**config.mk**
```make
export PLATFORM = sky130hd
export DESIGN_NAME = cpos_isqrt
export DESIGN_NICKNAME = d
export VERILOG_FILES = /design/src/rtl/core/closest_point_on_segment_core_assert.svh /design/src/rtl/core/cpos_pkg.sv /design/src/rtl/core/cpos_isqrt.sv
export SDC_FILE = /design/constraint.sdc
export NUM_CORES = 1
export LEC_CHECK = 0
export BUFFER_PORTS_ARGS = -buffer_cell sky130_fd_sc_hd__buf_2
export CORE_ASPECT_RATIO = 1.4
export CORE_MARGIN = 2
export CORE_UTILIZATION = 35
export DETAILED_ROUTE_END_ITERATION = 10
export PLACE_DENSITY_LB_ADDON = 0.15
export REMOVE_ABC_BUFFERS = 1
export SETUP_SLACK_MARGIN = 0.15
export SLEW_MARGIN = 15
export SYNTH_ARGS = -nofsm -noshare
export SYNTH_HDL_FRONTEND = slang
export SYNTH_SLANG_ARGS = --single-unit
```
**constraint.sdc**
```tcl
create_clock -name clock -period 6 [get_ports clock]
set_input_delay 0 -clock clock [delete_from_list [all_inputs] [get_ports clock]]
set_output_delay 0 -clock clock [all_outputs]
set_load 0.005 [all_outputs]
```
**src/rtl/core/closest_point_on_segment_core_assert.svh**
```systemverilog
// ----------------------------------------------------------------------------
// Closest point on segment: assertion macros
// Shared concurrent assertion forms for the core.
// ----------------------------------------------------------------------------
`ifndef CLOSEST_POINT_ON_SEGMENT_CORE_ASSERT_SVH
`define CLOSEST_POINT_ON_SEGMENT_CORE_ASSERT_SVH

// a implies b in the same cycle
`define CPOS_ASSERT_IMPLY(lbl, clk, rst, a, b) \
   lbl: assert property (@(posedge clk) disable iff (rst) (a) |-> (b)) \
      else $error("cpos: implication check failed");

// a implies b in the next cycle
`define CPOS_ASSERT_NEXT(lbl, clk, rst, a, b) \
   lbl: assert property (@(posedge clk) disable iff (rst) (a) |=> (b)) \
      else $error("cpos: next-cycle check failed");

`endif

```
**src/rtl/core/cpos_pkg.sv**
```systemverilog
// ----------------------------------------------------------------------------
// Closest point on segment: package
// Shared widths and pipeline side-band types.
// ----------------------------------------------------------------------------
package cpos_pkg;

   localparam int RAD_W  = 32;   // radicand of the length root
   localparam int ROOT_W = 16;   // segment length

   typedef struct packed {
      logic signed [14:0] ax;
      logic signed [14:0] ay;
      logic signed [15:0] dx;
      logic signed [15:0] dy;
      logic [14:0]        margin;
   } geom_type;

   typedef struct packed {
      geom_type           g;
      logic signed [31:0] dot;
   } sq_side_type;

   typedef struct packed {
      geom_type          g;
      logic [ROOT_W-1:0] len;
      logic              dot_pos;
      logic              sat;
   } pj_side_type;

   typedef struct packed {
      logic signed [14:0] ax;
      logic signed [14:0] ay;
      logic               nx;
      logic               short_seg;
   } sc_side_type;

endpackage

```
**src/rtl/core/cpos_isqrt.sv**
```systemverilog
// ----------------------------------------------------------------------------
// Closest point on segment: pipelined integer square root
// One result bit per stage, floor root of a 32-bit radicand.
// ----------------------------------------------------------------------------
module cpos_isqrt #(
   parameter int SIDE_W = 1
) (
   input  logic                          clock,
   input  logic                          reset,
   input  logic                          en,
   input  logic                          in_valid,
   input  logic [cpos_pkg::RAD_W-1:0]    in_rad,
   input  logic [SIDE_W-1:0]             in_side,
   output logic                          out_valid,
   output logic [cpos_pkg::ROOT_W-1:0]   out_root,
   output logic [SIDE_W-1:0]             out_side
);

   localparam int STAGES = cpos_pkg::ROOT_W;
   localparam int REM_W  = cpos_pkg::ROOT_W + 2;

   logic                          v_ff    [STAGES];
   logic [cpos_pkg::RAD_W-1:0]    rad_ff  [STAGES];
   logic [REM_W-1:0]              rem_ff  [STAGES];
   logic [cpos_pkg::ROOT_W-1:0]   root_ff [STAGES];
   logic [SIDE_W-1:0]             side_ff [STAGES];

   for (genvar g = 0; g < STAGES; g++) begin : gen_stage
      logic                        src_v;
      logic [cpos_pkg::RAD_W-1:0]  src_rad;
      logic [REM_W-1:0]            src_rem;
      logic [cpos_pkg::ROOT_W-1:0] src_root;
      logic [SIDE_W-1:0]           src_side;
      logic [REM_W+1:0]            trial;
      logic [REM_W+1:0]            test;
      logic [REM_W+1:0]            diff;
      logic                        ge;

      if (g == 0) begin : gen_first
         assign src_v    = in_valid;
         assign src_rad  = in_rad;
         assign src_rem  = '0;
         assign src_root = '0;
         assign src_side = in_side;
      end else begin : gen_next
         assign src_v    = v_ff[g-1];
         assign src_rad  = rad_ff[g-1];
         assign src_rem  = rem_ff[g-1];
         assign src_root = root_ff[g-1];
         assign src_side = side_ff[g-1];
      end

      always_comb begin
         trial = {src_rem, src_rad[cpos_pkg::RAD_W-1 -: 2]};
         test  = {{(REM_W - cpos_pkg::ROOT_W){1'b0}}, src_root, 2'b01};
         diff  = trial - test;
         ge    = (trial >= test);
      end

      always_ff @(posedge clock) begin
         if (reset) begin
            v_ff[g] <= 1'b0;
         end else if (en) begin
            v_ff[g] <= src_v;
         end
      end

      always_ff @(posedge clock) begin
         if (en) begin
            rad_ff[g]  <= src_rad << 2;
            rem_ff[g]  <= ge ? diff[REM_W-1:0] : trial[REM_W-1:0];
            root_ff[g] <= {src_root[cpos_pkg::ROOT_W-2:0], ge};
            side_ff[g] <= src_side;
         end
      end
   end

   assign out_valid = v_ff[STAGES-1];
   assign out_root  = root_ff[STAGES-1];
   assign out_side  = side_ff[STAGES-1];

endmodule

```
==> results of run 1 <==
==> per-layer routing <==
metal / vias to the layer above / wire length [µm] / track usage, %
li1: 8471 / - / -
met2: 273 / 33660 / 27.45
met5: - / 0 / 0
met3: 169 / 1775 / 2.269
met4: 0 / 3067 / 7.626
met1: 8306 / 19160 / 11.36
==> worst max-delay path: stages (launching register included) <==
cell and delay [ns]:
edfxtp_1 0.41, ha_1 0.37, nor2b_1 0.17, o31ai_1 0.40, a31oi_1 0.34, o21ai_0 0.24
nand3_1 0.78, mux2_2 0.59
==> flip-flops by register name, summed over array words and instances, names as in the netlist <==
name     flops
rad_ff     240
v_ff        16
root_ff    136
side_ff     16
rem_ff     250
==> worst max path at each step <==
stage                endpoint  cells past startpoint          start
3_5_place_dp   rem_ff[1][100]                      7  rem_ff[1][72]
6_report        rem_ff[1][97]                      7  rem_ff[1][72]
3_3_place_gp    rem_ff[1][99]                      7  rem_ff[1][72]
5_1_grt        rem_ff[1][103]                      7  rem_ff[1][72]
2_1_floorplan  rem_ff[1][100]                      7  rem_ff[1][81]
4_1_cts        rem_ff[1][103]                      7  rem_ff[1][72]
==> layout make-up <==
type	instances	area, µm²
clock inverter	43	540.5
fill	7772	50130
timing repair buffer	101	765.7
sequential	658	19760
clock buffer	82	1839
tap	1088	1361
multi-input combinational	1357	9286
inverter	176	660.6
==> kinds of logic (layout without fill, tap and decap cells) <==
logic type	Yosys count	in the layout	synth area share, %
compound gates	401	401	8.162
xor+xnor	195	195	5.722
fa+ha+maj	153	153	6.414
buf+inv	209	402	2.691
flops	658	658	66.20
mux	28	28	1.044
other cells	1	1	0.01256
simple gates	579	579	9.751
==> metrics by stage <==
step	instances	power (µW)	utilization [%]	setup slack (ns)
2_1_floorplan	2191	7112	-	3.159
6_report	3505	12070	40.56	2.422
3_5_place_dp	3342	7671	37.29	2.479
4_1_cts	3505	12260	40.56	2.453
5_1_grt	3505	12650	40.56	2.181
3_3_place_gp	3342	7638	37.29	2.515
==> power by group through the flow <==
stage / Sequential, µW / Clock [µW] / Combinational, µW
2_1_floorplan: 5940 / 0 / 1170
3_3_place_gp: 6050 / 0 / 1590
3_5_place_dp: 6060 / 0 / 1620
4_1_cts: 5960 / 4660 / 1640
5_1_grt: 6000 / 4820 / 1830
6_report: 5950 / 4490 / 1630
==> timing repair <==
| item | 4_1_cts | 5_1_grt |
|---|---|---|
| resized for setup | 0 | 0 |
| hold endpoints to repair | 167 | 0 |
| hold buffers | 38 | 0 |
==> cells in the final DEF (no fill, tap or decap), drive strengths merged, types with 37 or more instances in the layout <==
master       count
inv            179
ha             153
edfxtp         658
clkbuf          82
nor2           167
a21oi          154
nand2          123
dlygate4sd3     38
o21ai          102
nor3            48
xor2            93
xnor2          102
nand3           37
buf             63
==> run metrics, run 1 <==
status=completed; RSZ-0062 raised after global routing=false; Critical Path RT=6.36 ns; crit path max fanout=26; sequential share of the synthesized area=66.20%; CTS Sinks=658; worst hold start=in_rad[23]; Nets=2554; Final Cycle Share=59.64%; setup slack, reg-to-reg=2.42 ns; setup violators final=0; Power Dens Cells=352.7 nW/µm²; switching share of power=24.96%; I/O pin count=55; P_sw=3012 µW; post-synth top area cell=edfxtp_1; DRC viols=0; combinational power share=13.5%; Main synth FF type=edfxtp_1; Clk pin slew, worst setup/hold paths=0.06 ns; RR Endpoint=rem_ff[1][97]; P_int=9056 µW; Die Height=349.5 µm; Die ar.=87660 µm²; gr usage total=13.15%; gp weighted congestion=0.9072; die width=250.8 µm; Initial Util=35.39%; total routed wirelength=57.67 mm; placed instance area=31450 µm²; Worst Hold Depth=2; clock network power share=37.2%; Ys Warns=0; DR WL/cell=16.45 µm; antenna cells=0; Min Hold Slack=0.08447 ns; Clock Latency Late Sink=0.63 ns; postcts setup bufs=0; share of the synthesized area in the top cell type=66.20%; Slew Viols, Final=0; CTS tree=done; slew margin rel.=26.91%; number of global-route vias before repair=17946; fraction of layout cells with a size suffix above 1=9.019%; critical path launch point type=flip-flop; Core Area=84340 µm²; sequential power share=49.3%; HP Class=in -> reg; number of max-cap violations=0; top-count cell post-synth=edfxtp_1; final worst path period need=3.578 ns; first-pass GRT wire length=91.02 mm; worst r2r src=rem_ff[1][72]; Hold EP=rad_ff[0][23]; drt first pass iters=5; CTS buffer count=70; VDD IR max=247.5 µV; via count=17219; Fmax=279.4 MHz; area grow syn2layout=14.63%; H-tree depth=3; Fin. Hold Viols=0; row count=126; vias per inst=4.913; Detail Placement HPWL=40.92 mm; Reg2Reg Depth=7; aggregate negative setup slack=0 ns; final setup skew=0.04443 ns; Detail Route Antenna Nets=0; Post-synth top cells=edfxtp_1, inv_1, nor2_1; leakage=0.01288 µW; Post-synth EDFFs=658; Yosys reg bits=658; kind of critical path=reg -> reg; # port buffers=54; most area-consuming cells after synthesis=edfxtp_1, ha_1, xnor2_1; Detailed Route Iter0 Violations=813; Post-Syn Area per Cell=13.42 µm²; Syn Inst Count=2224; Worst Setup End Kind=flip-flop; Slew @ Worst Pin=1.093 ns; critical path arrival=3.93 ns; Clock Tree Root=clkbuf_16; largest net degree at the start of global routing=184; FFs w/ async S/R, synth=0%; Cell Area, Synth=29850 µm²; Clock Path Buffers=3; Cell variety after synth=78; cell area after layout=34210 µm²; initial antenna violation count=0; total gr overflow=0
(Power assumes the default switching activity.)
==> inputs of run 2 (changes only) <==
==> constraint.sdc (replaced) <==
create_clock -name clock -period 3.71 [get_ports clock]
set_input_delay 0 -clock clock [delete_from_list [all_inputs] [get_ports clock]]
set_output_delay 0 -clock clock [all_outputs]
set_load 0.005 [all_outputs]
==> run 2 against run 1 <==
Net effect: non-clock buffer count increased by 15; largest cell class unchanged; final cell count increased by 0.34%; power increased by 59%; sequential power increased by 62%.
==> run metrics, run 2 (synthesized netlist as in run 1, its figures left out) <==
Critical Path RT=4.05 ns; Detail Route Antenna Nets=0; DRC viols=0; Initial Util=35.39%; area grow syn2layout=14.62%; aggregate negative setup slack=0 ns; top flop regs=rem_ff (250), rad_ff (240), root_ff (136); via count=17240; final setup skew=0.03431 ns; first-pass GRT wire length=90.31 mm; pre-CTS setup slack=0.2000 ns; crit path max fanout=27; row count=126; CTS tree=done; Power Dens Cells=559.7 nW/µm²; leakage=0.01288 µW; Nets=2568; slew margin rel.=45.17%; H-tree depth=3; Detail Placement HPWL=39.80 mm; initial antenna violation count=0; Worst Setup End Kind=flip-flop; number of global-route vias before repair=18096; setup violators final=0; Fin. Hold Viols=0; CTS buffer count=69; drt first pass iters=5; largest reg by FF count=rem_ff; Final Cycle Share=84.84%; kind of critical path=reg -> reg; worst-path cell chain=ha_1 > and4_1 > nand3_1 > o31ai_1 > or3_2 > nor4b_1 > xor2_1; slowest CP cell=o31ai_1; CP max stage delay=0.59 ns; gr usage total=12.92%; Fillers=7699; Register Area=19760 µm²; final worst path period need=3.148 ns; Slew @ Worst Pin=0.8224 ns; status=completed; Core Area=84340 µm²; largest net degree at the start of global routing=133; antenna cells=0; total gr overflow=0; postcts setup bufs=0; DR WL/cell=16.06 µm; Fmax=317.7 MHz; max FFs per register=250; WP buf/inv=0; Detailed Route Iter0 Violations=933; CTS Sinks=658; critical path launch point type=flip-flop; die width=250.8 µm; Clock Latency Late Sink=0.62 ns; Clock Path Buffers=3; Worst Hold Depth=2; total routed wirelength=56.49 mm; kind of cell adding the most delay to the critical path=simple AND/OR/NAND/NOR gates; gp weighted congestion=0.8893; Die Height=349.5 µm; critical path arrival=3.49 ns; number of max-cap violations=0; RSZ-0062 raised after global routing=false; Layout Utilization=40.56%; # port buffers=54; vias per inst=4.902; I/O pin count=55; most frequent cells in the layout=edfxtp_1, inv_1, nor2_1; Slew Viols, Final=0; cell depth of the worst setup path=7; Clock Tree Root=clkbuf_16; HP Class=in -> reg; VDD IR max=329.7 µV; area of the multi-input gates=9285 µm²; Clk pin slew, worst setup/hold paths=0.06 ns; Reg2Reg Depth=7; Die ar.=87660 µm²; setup slack, reg-to-reg=0.56 ns; most common cell after layout, fill and taps aside=edfxtp_1; fraction of layout cells with a size suffix above 1=9.304%; Final WS setup=0.5623 ns
==> run 2: worst paths after layout <==
path                       from             to
setup reg to reg  rem_ff[1][60]  rem_ff[1][87]
setup / recovery  rem_ff[1][60]  rem_ff[1][87]
hold reg to reg     side_ff[10]    side_ff[11]
hold / removal       in_rad[23]  rad_ff[0][23]
==> run 2: area by class of cell <==
| cell class | instances | share of cell area, % |
|---|---|---|
| Multi-Input combinational cell | 1357 | 27.14 |
| Sequential cell | 658 | 57.76 |
| Timing Repair Buffer | 116 | 2.641 |
| Inverter | 176 | 1.931 |
| Tap cell | 1088 | 3.979 |
| Clock inverter | 39 | 1.350 |
| Clock buffer | 83 | 5.201 |
==> run 2: what timing repair did <==
| item | 4_1_cts | 5_1_grt |
|---|---|---|
| setup endpoints to repair | 0 | 6 |
| hold endpoints to repair | 120 | 0 |
| gates resized for setup | 0 | 1 |
| hold buffers | 38 | 0 |
==> run 2: worst register-to-register path, cell delays in order, from the launching register on <==
cell      delay, ns
edfxtp_1       0.39
ha_1           0.45
and4_1         0.23
nand3_1        0.15
o31ai_1        0.59
or3_2          0.58
nor4b_1        0.38
xor2_1         0.11
==> run 2: power breakdown <==
part / total (µW) / internal, µW / leakage [µW] / switching (µW)
Combinational: 2630 / 1140 / 0.00546 / 1480
Sequential: 9630 / 9170 / 0.00633 / 461
Clock: 6890 / 4010 / 0.00109 / 2880
Total: 19100 / 14300 / 0.0129 / 4820
==> run 2: metal layers <==
| metal | share of wire (%) | global-route usage [%] |
|---|---|---|
| met1 | 34 | 11.57 |
| met2 | 58 | 26.73 |
| met3 | 2.9 | 2.284 |
| met4 | 4.6 | 6.843 |
| met5 | 0 | 0 |
==> run 2: per-stage QoR <==
stage | cells | total power, µW | hold slack, ns | cell area (µm²)
3_3_place_gp | 3357 | 12340 | 0.1772 | 31590
6_report | 3517 | 19150 | 0.09355 | 34210
3_5_place_dp | 3357 | 12400 | 0.1787 | 31590
4_1_cts | 3517 | 19460 | 0.04696 | 34210
2_1_floorplan | 2191 | 11500 | 0.09887 | 29700
5_1_grt | 3517 | 20100 | 0.06477 | 34210
